[src/design/ascii_integer_parser_macros.svh]
// Assertion macros for the ASCII integer parser.
// Depends on clk and arst_n being visible at the point of use.
`ifndef ASCII_INTEGER_PARSER_MACROS_SVH
`define ASCII_INTEGER_PARSER_MACROS_SVH

// Check that a condition implies another in the same cycle.
`define AIP_ASSERT_NOW(lbl, ante, cons, msg) \
	lbl: assert property (@(posedge clk) disable iff (!arst_n) (ante) |-> (cons)) \
		else $error(msg);

// Check that a condition implies another in the next cycle.
`define AIP_ASSERT_NEXT(lbl, ante, cons, msg) \
	lbl: assert property (@(posedge clk) disable iff (!arst_n) (ante) |=> (cons)) \
		else $error(msg);

`endif

[src/design/aip_pkg.sv]
// Package for the ASCII integer parser: payload types, phase and width codes,
// register indexes and overflow limits. No dependencies.
`timescale 1ns / 1ps

package aip_pkg;

	// Configuration port
	localparam int CFG_IDX_W  = 1;
	localparam int CFG_DATA_W = 2;

	localparam logic [CFG_IDX_W-1:0] REG_VALUE_WIDTH    = 1'b0;
	localparam logic [CFG_IDX_W-1:0] REG_ALLOW_NEGATIVE = 1'b1;

	typedef enum logic [1:0] {
		WIDTH_8  = 2'd0,
		WIDTH_16 = 2'd1,
		WIDTH_32 = 2'd2
	} width_code_t;

	typedef enum logic [1:0] {
		PH_LEAD  = 2'd0,
		PH_DIGIT = 2'd1,
		PH_STOP  = 2'd2
	} phase_t;

	// Overflow limits and their quotients by each base
	localparam logic [31:0] LIM_8  = 32'h0000_00ff;
	localparam logic [31:0] LIM_16 = 32'h0000_ffff;
	localparam logic [31:0] LIM_32 = 32'hffff_ffff;

	localparam logic [31:0] LIM_8_DIV10  = LIM_8 / 10;
	localparam logic [31:0] LIM_16_DIV10 = LIM_16 / 10;
	localparam logic [31:0] LIM_32_DIV10 = LIM_32 / 10;
	localparam logic [31:0] LIM_8_DIV16  = LIM_8 / 16;
	localparam logic [31:0] LIM_16_DIV16 = LIM_16 / 16;
	localparam logic [31:0] LIM_32_DIV16 = LIM_32 / 16;

	typedef struct packed {
		logic plus;
		logic minus;
		logic hex;
		logic extra;
		logic overflow;
		logic valid;
	} flags_t;

	typedef struct packed {
		logic [7:0] ch;
		logic       end_of_text;
	} in_item_t;

	typedef struct packed {
		logic [31:0] value;
		logic        flag_plus;
		logic        flag_minus;
		logic        flag_hex;
		logic        flag_extra;
		logic        flag_overflow;
		logic        flag_valid;
		logic        accepted;
	} out_item_t;

endpackage

[src/design/aip_stream_if.sv]
// Valid/ready stream interfaces for the ASCII integer parser.
// Depends on aip_pkg for the payload types.
`timescale 1ns / 1ps

interface aip_in_if import aip_pkg::*; ();
	logic     valid;
	logic     ready;
	in_item_t data;

	modport source (output valid, output data, input ready);
	modport sink (input valid, input data, output ready);
endinterface

interface aip_out_if import aip_pkg::*; ();
	logic      valid;
	logic      ready;
	out_item_t data;

	modport source (output valid, output data, input ready);
	modport sink (input valid, input data, output ready);
endinterface

[src/design/ascii_integer_parser.sv]
// Channel      Dir  Payload                               Request moves
// char_in      in   ch[7:0], end_of_text                  one character or end mark
// result_out   out  value[31:0], six flags, accepted      one parsed number
// cfg          in   cfg_we, cfg_index[0:0], cfg_data[1:0] one register write
//
// One character per cycle unless an end mark is held; an end mark's result is loaded
// by way of the input register, then the result register.
// The input register feeds the per-character parse step (constant multiply,
// add and limit compare) straight into the number state, which loads the result register.
// A result waiting on result_out stalls only an end mark behind it; plain
// characters keep flowing. Reset clears the number state and sets
// value_width to 32 bits and allow_negative to 0.
// Depends on aip_pkg, aip_stream_if and ascii_integer_parser_macros.svh.
`timescale 1ns / 1ps
`include "ascii_integer_parser_macros.svh"

module ascii_integer_parser import aip_pkg::*; (
	input  logic                  clk,
	input  logic                  arst_n,
	aip_in_if.sink                char_in,
	aip_out_if.source             result_out,
	input  logic                  cfg_we,
	input  logic [CFG_IDX_W-1:0]  cfg_index,
	input  logic [CFG_DATA_W-1:0] cfg_data
);

	localparam logic [7:0] CH_SPACE = 8'h20;
	localparam logic [7:0] CH_ZERO  = 8'h30;
	localparam logic [7:0] CH_NINE  = 8'h39;
	localparam logic [7:0] CH_PLUS  = 8'h2b;
	localparam logic [7:0] CH_MINUS = 8'h2d;
	localparam logic [7:0] CH_LOW_X = 8'h78;
	localparam logic [7:0] CH_UP_X  = 8'h58;
	localparam logic [7:0] CH_UP_A  = 8'h41;
	localparam logic [7:0] CH_UP_F  = 8'h46;
	localparam logic [7:0] CH_LOW_A = 8'h61;
	localparam logic [7:0] CH_LOW_F = 8'h66;

	// Configuration registers
	logic [1:0] value_width_q;
	logic       allow_negative_q;

	// Input register
	logic       valid_s1;
	logic [7:0] ch_s1;
	logic       eot_s1;
	logic       adv_s1;

	// Number state
	phase_t      phase_q, phase_d;
	logic        zero_seen_q, zero_seen_d;
	logic        hex_mode_q, hex_mode_d;
	logic [31:0] acc_q, acc_d;
	flags_t      flags_q, flags_d;

	// Result register
	logic      out_valid_q;
	out_item_t out_q;

	// Per-character step signals
	logic [31:0] lim;
	logic [31:0] lim_div;
	logic [31:0] prod;
	logic [32:0] sum;
	logic [3:0]  digit;
	logic        is_digit;
	logic        take;
	logic [7:0]  c;

	// Write configuration registers
	always_ff @(posedge clk or negedge arst_n) begin
		if (!arst_n) begin
			value_width_q    <= WIDTH_32;
			allow_negative_q <= 1'b0;
		end else if (cfg_we) begin
			case (cfg_index)
				REG_VALUE_WIDTH:    value_width_q    <= cfg_data;
				REG_ALLOW_NEGATIVE: allow_negative_q <= cfg_data[0];
				default: ;
			endcase
		end
	end

	// Advance the input register unless an end mark waits on a full result register
	assign adv_s1        = valid_s1 && (!eot_s1 || !out_valid_q || result_out.ready);
	assign char_in.ready = !valid_s1 || adv_s1;

	always_ff @(posedge clk or negedge arst_n) begin
		if (!arst_n) begin
			valid_s1 <= 1'b0;
		end else if (char_in.ready) begin
			valid_s1 <= char_in.valid;
		end
	end

	always_ff @(posedge clk) begin
		if (char_in.ready && char_in.valid) begin
			ch_s1  <= char_in.data.ch;
			eot_s1 <= char_in.data.end_of_text;
		end
	end

	// Select overflow limit and its quotient by the current base
	always_comb begin
		case (value_width_q)
			WIDTH_16: begin
				lim     = LIM_16;
				lim_div = hex_mode_q ? LIM_16_DIV16 : LIM_16_DIV10;
			end
			WIDTH_32: begin
				lim     = LIM_32;
				lim_div = hex_mode_q ? LIM_32_DIV16 : LIM_32_DIV10;
			end
			default: begin
				lim     = LIM_8;
				lim_div = hex_mode_q ? LIM_8_DIV16 : LIM_8_DIV10;
			end
		endcase
	end

	// Decode digit and form the shifted accumulator
	assign c    = ch_s1;
	assign prod = hex_mode_q ? {acc_q[27:0], 4'd0} : ({acc_q[28:0], 3'd0} + {acc_q[30:0], 1'b0});
	assign sum  = {1'b0, prod} + {29'd0, digit};

	always_comb begin
		digit    = 4'd0;
		is_digit = 1'b0;
		if (c >= CH_ZERO && c <= CH_NINE) begin
			digit    = 4'(c - CH_ZERO);
			is_digit = 1'b1;
		end else if (hex_mode_q && c >= CH_UP_A && c <= CH_UP_F) begin
			digit    = 4'(c - CH_UP_A + 8'd10);
			is_digit = 1'b1;
		end else if (hex_mode_q && c >= CH_LOW_A && c <= CH_LOW_F) begin
			digit    = 4'(c - CH_LOW_A + 8'd10);
			is_digit = 1'b1;
		end
	end

	// Next number state for one character
	always_comb begin
		phase_d     = phase_q;
		zero_seen_d = zero_seen_q;
		hex_mode_d  = hex_mode_q;
		acc_d       = acc_q;
		flags_d     = flags_q;
		take        = 1'b0;

		case (phase_q)
			PH_LEAD: begin
				if (c == CH_ZERO) begin
					zero_seen_d   = 1'b1;
					flags_d.valid = 1'b1;
				end else if (c > CH_SPACE) begin
					phase_d = PH_DIGIT;
					if (c == CH_PLUS) begin
						flags_d.plus = 1'b1;
					end else if (c == CH_MINUS) begin
						flags_d.minus = 1'b1;
					end else if ((c == CH_LOW_X || c == CH_UP_X) && zero_seen_q) begin
						flags_d.hex = 1'b1;
						hex_mode_d  = 1'b1;
					end else begin
						take = 1'b1;
					end
				end
			end
			PH_DIGIT: take = 1'b1;
			default: ;
		endcase

		// Accumulate a digit, or stop on a non-digit or overflow
		if (take) begin
			if (!is_digit) begin
				flags_d.extra = 1'b1;
				phase_d       = PH_STOP;
			end else if (acc_q > lim_div) begin
				flags_d.overflow = 1'b1;
				flags_d.extra    = 1'b1;
				phase_d          = PH_STOP;
			end else begin
				flags_d.valid = 1'b1;
				if (sum > {1'b0, lim}) begin
					flags_d.overflow = 1'b1;
					flags_d.extra    = 1'b1;
					acc_d            = prod;
					phase_d          = PH_STOP;
				end else begin
					acc_d = sum[31:0];
				end
			end
		end
	end

	// Update number state; clear it once an end mark is taken
	always_ff @(posedge clk or negedge arst_n) begin
		if (!arst_n) begin
			phase_q     <= PH_LEAD;
			zero_seen_q <= 1'b0;
			hex_mode_q  <= 1'b0;
			acc_q       <= '0;
			flags_q     <= '0;
		end else if (adv_s1) begin
			if (eot_s1) begin
				phase_q     <= PH_LEAD;
				zero_seen_q <= 1'b0;
				hex_mode_q  <= 1'b0;
				acc_q       <= '0;
				flags_q     <= '0;
			end else begin
				phase_q     <= phase_d;
				zero_seen_q <= zero_seen_d;
				hex_mode_q  <= hex_mode_d;
				acc_q       <= acc_d;
				flags_q     <= flags_d;
			end
		end
	end

	// Hold the result until taken
	always_ff @(posedge clk or negedge arst_n) begin
		if (!arst_n) begin
			out_valid_q <= 1'b0;
		end else if (adv_s1 && eot_s1) begin
			out_valid_q <= 1'b1;
		end else if (result_out.ready) begin
			out_valid_q <= 1'b0;
		end
	end

	always_ff @(posedge clk) begin
		if (adv_s1 && eot_s1) begin
			out_q.value         <= flags_q.minus ? (~acc_q + 32'd1) : acc_q;
			out_q.flag_plus     <= flags_q.plus;
			out_q.flag_minus    <= flags_q.minus;
			out_q.flag_hex      <= flags_q.hex;
			out_q.flag_extra    <= flags_q.extra;
			out_q.flag_overflow <= flags_q.overflow;
			out_q.flag_valid    <= flags_q.valid;
			out_q.accepted      <= flags_q.valid && !flags_q.extra && !flags_q.overflow &&
				(allow_negative_q || !flags_q.minus);
		end
	end

	assign result_out.valid = out_valid_q;
	assign result_out.data  = out_q;

	`AIP_ASSERT_NOW(a_accept_clean, out_valid_q && out_q.accepted,
		out_q.flag_valid && !out_q.flag_extra && !out_q.flag_overflow,
		"accepted result carries an error flag")
	`AIP_ASSERT_NOW(a_ovf_extra, out_valid_q && out_q.flag_overflow, out_q.flag_extra,
		"overflow without extra-data")
	`AIP_ASSERT_NEXT(a_clear_after_end, adv_s1 && eot_s1,
		phase_q == PH_LEAD && acc_q == 32'd0 && flags_q == '0 && out_valid_q,
		"number state not cleared after end mark")
	`AIP_ASSERT_NEXT(a_stop_holds, phase_q == PH_STOP && !(adv_s1 && eot_s1),
		phase_q == PH_STOP && $stable(acc_q),
		"stopped number changed before end mark")

endmodule

[src/flat_wrapper.sv]
// flat-port wrapper written by rule: the top's interface ports become plain ports
module ascii_integer_parser_flat import aip_pkg::*;
  (clk, arst_n, cfg_we, cfg_index, cfg_data, char_in_valid, char_in_data, char_in_ready, result_out_valid, result_out_data, result_out_ready);
  aip_in_if char_in_i ();
  aip_out_if result_out_i ();
  input  logic clk;
  input  logic arst_n;
  input  logic cfg_we;
  input  logic [CFG_IDX_W-1:0] cfg_index;
  input  logic [CFG_DATA_W-1:0] cfg_data;
  input wire logic [$bits(char_in_i.valid)-1:0] char_in_valid;
  input wire logic [$bits(char_in_i.data)-1:0] char_in_data;
  output wire logic [$bits(char_in_i.ready)-1:0] char_in_ready;
  output wire logic [$bits(result_out_i.valid)-1:0] result_out_valid;
  output wire logic [$bits(result_out_i.data)-1:0] result_out_data;
  input wire logic [$bits(result_out_i.ready)-1:0] result_out_ready;
  assign char_in_i.valid = char_in_valid;
  assign char_in_i.data = char_in_data;
  assign char_in_ready = char_in_i.ready;
  assign result_out_valid = result_out_i.valid;
  assign result_out_data = result_out_i.data;
  assign result_out_i.ready = result_out_ready;
  ascii_integer_parser u_core (.clk(clk), .arst_n(arst_n), .char_in(char_in_i), .result_out(result_out_i), .cfg_we(cfg_we), .cfg_index(cfg_index), .cfg_data(cfg_data));
endmodule
[config.mk]
export PLATFORM = sky130hd
export DESIGN_NAME = ascii_integer_parser_flat
export DESIGN_NICKNAME = d
export VERILOG_FILES = /design/src/design/aip_pkg.sv /design/src/design/aip_stream_if.sv /design/src/design/ascii_integer_parser.sv /design/src/flat_wrapper.sv
export VERILOG_INCLUDE_DIRS = /design/src /design/src/design
export SDC_FILE = /design/constraint.sdc
export NUM_CORES = 1
export LEC_CHECK = 0
export ABC_AREA = 1
export BUFFER_PORTS_ARGS = -buffer_cell sky130_fd_sc_hd__buf_4
export CAP_MARGIN = 20
export CORE_MARGIN = 2
export CORE_UTILIZATION = 30
export CTS_CLUSTER_DIAMETER = 50
export DETAILED_ROUTE_END_ITERATION = 12
export PLACE_DENSITY_LB_ADDON = 0.05
export SLEW_MARGIN = 20
export SYNTH_ARGS = -nofsm -noshare
export SYNTH_HDL_FRONTEND = slang
export SYNTH_SLANG_ARGS = --single-unit
[constraint.sdc]
create_clock -name clk -period 7 [get_ports clk]
set_input_delay 0 -clock clk [delete_from_list [all_inputs] [get_ports clk]]
set_output_delay 0 -clock clk [all_outputs]
set_load 0.05 [all_outputs]
=== Word-level counts from Yosys, hierarchy flattened ===
Index checks and enable logic that the tools add are counted.

* Bits in registers: 95
* Output and inout bits: 41
* Logic and storage cells: 158
* Bits of input ports: 17

* Bitwise gates (word level): 2
* Muxes and demuxes: 59
* $add $sub $neg: 8
* $lt $le $gt $ge: 9
* Reduce and logical (&&, ||, !) cells: 43
* Equal/unequal tests: 13

{| class="wikitable"
|+ Operators with widths
! operator !! number
|-
| $mux W32 || 7
|-
| $pmux W32 S2 || 2
|-
| $add A32 B4 Y33 || 1
|-
| $gt A33 B32 Y1 || 1
|-
| $add A32 B1 Y32 const B || 1
|-
| $add A32 B32 Y32 || 1
|-
| $gt A32 B32 Y1 || 1
|-
| $not A32 Y32 || 1
|-
| $mux W29 || 1
|-
| $mux W1 || 26
|-
| $eq A8 B6 Y1 const B || 3
|-
| $mux W2 || 12
|-
| $reduce_bool A2 Y1 || 9
|-
| $eq A8 B7 Y1 const B || 2
|-
| $ge A8 B7 Y1 const B || 2
|-
| $le A8 B7 Y1 const B || 2
|-
| $mux W13 || 1
|-
| $logic_and A1 B1 Y1 || 12
|-
| $mux W3 || 4
|-
| $mux W4 || 3
|-
| $sub A4 B1 Y4 const B || 3
|-
| $add A4 B4 Y4 const B || 2
|-
| $ge A8 B6 Y1 const B || 1
|-
| $gt A8 B6 Y1 const B || 1
|-
| 19 further kinds || 35
|}

=== Logic depth before layout (Yosys ltp) ===
* Word-level depth: 13
* Mapped depth: 48
* Mapped depth without buffers: 47

=== Least setup slack after synthesis ===
Ideal clock, no wire load.

* Path kind: register to register
* From: register u_core.ch_s1[0] (netlist: u_core.c[0])
* To: register u_core.acc_q[22]
* Cell stages (with the launch flop): 39
* Clock period less this slack: 4928 ps
* Data arrival time: 4797 ps
* Data required time: 6869 ps
* Library setup time: 131 ps
* Buffers on the path: 1
* Path slack: 2072 ps
* Path through: edfxtp_1 inv_1 ha_1 nand2_1 o21ai_0 nor3_1 inv_1 nand2_1 o21ai_0 a21oi_1 ha_1 a21oi_1 nand2_1 nand2_1 nor2_4 nand3_2 nor2_2 nand2_2 [3 not listed] nand4_4 nor2_4 nand2_1 xor2_1 inv_1 ha_1 nand4_1 nor3_1 nand4_1 nor4_1 nand2_1 nor2_1 nand3_1 nand2_1 nand2_4 buf_6 o211ai_1 o21ai_1

* Longest elaborated chain between the ends: 13
* Elaborated cells on any way between the ends: 46
* Classes of those cells: 6 x add/sub; 8 x order compare; 5 x eq/ne; 17 x mux; 10 x reduce/logical

{| class="wikitable"
|+ Ends and longest elaborated chain
! item !! line !! source
|-
| from (decl) || ascii_integer_parser.sv:45 || <nowiki>logic [7:0] ch_s1;</nowiki>
|-
| from (signal assigned) || ascii_integer_parser.sv:98 || <nowiki>ch_s1 <= char_in.data.ch;</nowiki>
|-
| parallel branches: the longest is 13 deep, another holds $add A32 B4 Y33 || - ||
|-
| to (signal assigned) || ascii_integer_parser.sv:202 || <nowiki>acc_q <= '0;</nowiki>
|-
| to (signal assigned) || ascii_integer_parser.sv:209 || <nowiki>acc_q <= '0;</nowiki>
|-
| to (signal assigned) || ascii_integer_parser.sv:215 || <nowiki>acc_q <= acc_d;</nowiki>
|-
| to (decl) || ascii_integer_parser.sv:53 || <nowiki>logic [31:0] acc_q, acc_d;</nowiki>
|}

Parallel ways; which one is timed is not known. The select of a mux whose other input is x is not followed.
A chain may end at the register's enable or synchronous reset.

=== Final worst setup path ===
* From: register u_core.ch_s1[0] (netlist: u_core.c[0])
* To: register u_core.flags_q[1] (netlist bit)

* Longest elaborated chain between the ends: 11
* Elaborated cells on any way between the ends: 42
* Classes of those cells: 6 x add/sub; 8 x order compare; 5 x eq/ne; 12 x mux; 11 x reduce/logical

{| class="wikitable"
|+ Ends and longest elaborated chain
! item !! line !! source
|-
| parallel branches: the longest is 10 deep, another holds $add A32 B4 Y33 || - ||
|-
| $reduce_and A4 Y1 (no line) (*) || - ||
|-
| to (signal assigned) || ascii_integer_parser.sv:216 || <nowiki>flags_q <= flags_d;</nowiki>
|-
| to (decl) || ascii_integer_parser.sv:54 || <nowiki>flags_t flags_q, flags_d;</nowiki>
|}

Mark *: on every way between the ends.

==> metrics.yaml <==
viasPerCell: 4.99
synth-adder-area-share_pct: 13.1
die_w_um: 176
ys_types: 56
post-route-util_pct: 35.3
synthToLayoutAreaGrowth_pct: 15.1
period_needed_ns: 6.17
yosysWarnings: 0
netlist_area_um2: 8880
synth_edf_count: 48
switching_share_pct: 32.0
clk-insertion-delay-late_ns: 0.36
syn_inst: 1238
holdCritPathClass: "in2async"
ys.flop_type: "edfxtp_1"
grt_pass1_vias: 8134
path_clk_slew_ns: 0.08
numPortBuffers: 57
ctsRootBufferMaster: "clkbuf_16"
synth_top_family_by_area: "simple AND/OR/NAND/NOR gates"
critPathRequiredTime_ns: 7.22
htreeDepth: 3
power_per_cell_area_nw_per_um2: 134
slew_headroom_pct: 32.8
rows: 62
finalCritPeriodShare_pct: 88.2
finClkSkew_ns: 0.0112
io_pins: 58
status: "completed"
grt_max_degree: 53
fmax_mhz: 162
dr.pass1.iters: 7
crit_top_cell: "nand2_1"
wl_met3_um: 841
post-cts-setup-buffers: 0
path_class: "reg2reg"
hold_viol_final: 0
yosys.area_share.simple_pct: 30.1
setup_viol: 0
synthXorXnorAreaFrac_pct: 4.74
nNetsFinal: 1423
drive_above_1_share_pct: 9.86
synthMuxAreaShare_pct: 0
final_cell_area_um2: 10200
highest_layer: "met4"
power_frac_clock_pct: 38.1
numCtsBuffers: 9
post_dp_cell_area_um2: 9720
insertedDiodeCount: 0
dieArea_um2: 31000
p_int_w: 0.000928
gp_congestion: 0.852
worst_slack_ns: 0.826
grt_overflow: 0
tns_ns: 0
ys_seq_elements: 94
ir_worst_vdd_v: 0.000143
rsz0062_at_grt: "false"
p_sw_w: 0.000437
p_leak_nw: 4.87
worstMarginPinSlew_ns: 0.995
grt_pass1_wl_mm: 47.3
cp_max_fo: 52
comb_power_share_pct: 16.5
vias: 8498
synth_compound_area_share_pct: 14.8
cp-start-kind: "register"
drtIter0Drc: 497
syn-num-nets: 1347
place_ws_ns: 0.659
ys_seq_area_share_pct: 29.2
fill_cells: 3169
syn_avg_cell_area_um2: 7.17
worstPathArrival_ns: 6.39
cts_num_sinks: 94
cap_violations: 0
coreArea_um2: 28900
crit_path_end_kind: "register"
start_util_pct: 30.7
crit_slowest_cell: "edfxtp_1"
hpwl_mm: 23.7
ys_async_sr_fraction_pct: 48.9
antenna_found_initial: 0
drt-wirelength-per-cell_um: 18.0
critical-path-max-stage-delay_ns: 0.44
die_h_um: 176
ant_nets: 0
slew_viol_final: 0
drt_wl_total_mm: 30.6
met1_length_mm: 14.7
grt_usage_pct: 20.1
cts.path.max_buffers: 2
drc: 0
power_frac_seq_pct: 45.4
met2_length_mm: 14.4
cts_tree: "done"
-- routing by layer --
layer / vias to the layer above / track usage [%]
met2: 139 / 34.2
met5: - / 0
li1: 4354 / -
met4: 0 / 5.65
met1: 3979 / 26.9
met3: 26 / 2.20
-- timing repair --
item | CTS | global route
endpoints found under the setup margin | 0 | 23
gates resized for setup | 0 | 2
hold buffers | 19 | 0
hold endpoints to repair | 59 | 0
-- worst max-delay path, delay by kind of cell, from the launching register on --
kind	cells	cell delay (ns)
AOI/OAI and AO/OA	5	0.69
xor gates and xnor gates	1	0.18
adders and majority gates	3	0.79
buffers and inverters	4	0.49
DFF	1	0.44
and+or+nand+nor	25	3.41
-- kinds of logic after synthesis --
family | Yosys count
buffers and inverters | 174
and+or+nand+nor | 600
DFF | 94
adders and majority gates | 92
xor gates and xnor gates | 48
AOI/OAI and AO/OA | 230
-- sequential cells by signal, indices dropped and copies added, names as in the netlist, 2 cells and up --
| signal | count |
|---|---|
| u_core.result_out.data | 39 |
| u_core.acc_q | 32 |
| u_core.c | 8 |
| u_core.flags_q | 6 |
| u_core.phase_q | 2 |
| u_core.value_width_q | 2 |
-- power by group through the flow --
stage               Sequential (W)  Clock, W  Combinational, W
finish                    0.000620  0.000521          0.000225
global placement          0.000632         0          0.000216
detailed placement        0.000631         0          0.000217
CTS                       0.000620  0.000539          0.000227
floorplan                 0.000668         0          0.000101
global route              0.000623  0.000562          0.000251
-- worst paths after layout --
check | start | endpoint | slack (ns) | depth (start not counted)
max | u_core.c[0] | u_core.flags_q[1] | 0.83 | 38
min | arst_n | u_core.result_out.valid | 0.18 | 2
max reg2reg | u_core.c[0] | u_core.flags_q[1] | 0.83 | 38
min reg2reg | u_core.flags_q[5] | u_core.result_out.data[6] | 0.47 | 0
max in group asynchronous | arst_n | u_core.acc_q[24] | 6.29 | 2
min in group clk | char_in_data[3] | u_core.c[2] | 0.34 | 2
-- synthesized netlist by cell type (7+ instances only) --
library cell / number / area [um2]
inv_2: 7 / 26.3
nand2_1: 296 / 1110
nor2_1: 123 / 462
nand3_1: 89 / 445
a21oi_1: 89 / 445
o21ai_1: 42 / 210
dfrtp_1: 45 / 1130
nand4_1: 28 / 175
ha_1: 90 / 1130
inv_1: 142 / 533
nor4_1: 13 / 81.3
edfxtp_1: 48 / 1440
xor2_1: 44 / 385
o211ai_1: 14 / 105
nor3_1: 16 / 80.1
o21ai_0: 45 / 225
-- through the flow --
| stage | hold slack, ns | total power [W] | cells |
|---|---|---|---|
| after CTS | 0.233 | 0.00139 | 1703 |
| after detailed placement | 0.0921 | 0.000848 | 1668 |
| after floorplan | -0.296 | 0.000768 | 1238 |
| after global placement | 0.103 | 0.000848 | 1668 |
| final | 0.182 | 0.00137 | 1703 |
| after global routing | 0.267 | 0.00144 | 1703 |
-- area by class of cell --
| cell class | count | area (um2) | area share, % |
|---|---|---|---|
| multi-input combinational | 970 | 5580 | 54.6 |
| sequential | 94 | 2590 | 25.4 |
| timing repair buffer | 85 | 686 | 6.71 |
| inverter | 154 | 582 | 5.70 |
| tap | 384 | 480 | 4.70 |
| clock buffer | 9 | 225 | 2.20 |
| clock inverter | 7 | 68.8 | 0.674 |
-- cell usage in the layout (no fill, tap or decap), drive strengths merged, types with 2 or more instances in the layout --
cell,synthesis,layout
o41ai,2,2
a31oi,4,4
o31ai,3,3
nor4,13,13
nor3,16,16
o211ai,14,14
clkbuf,6,9
inv,150,153
edfxtp,48,48
fa,2,2
nor2,133,133
or2,6,6
buf,14,66
a211oi,2,2
xnor2,4,4
a21o,4,4
o21a,3,3
clkinv,4,7
o21ai,94,94
nand3,93,93
dfrtp,45,45
nand4,30,30
xor2,44,44
ha,90,90
nand2,301,301
a21oi,94,94
nand3b,5,5
dlygate4sd3,0,19
o22ai,4,4
Power figures use the tool's default switching activity.
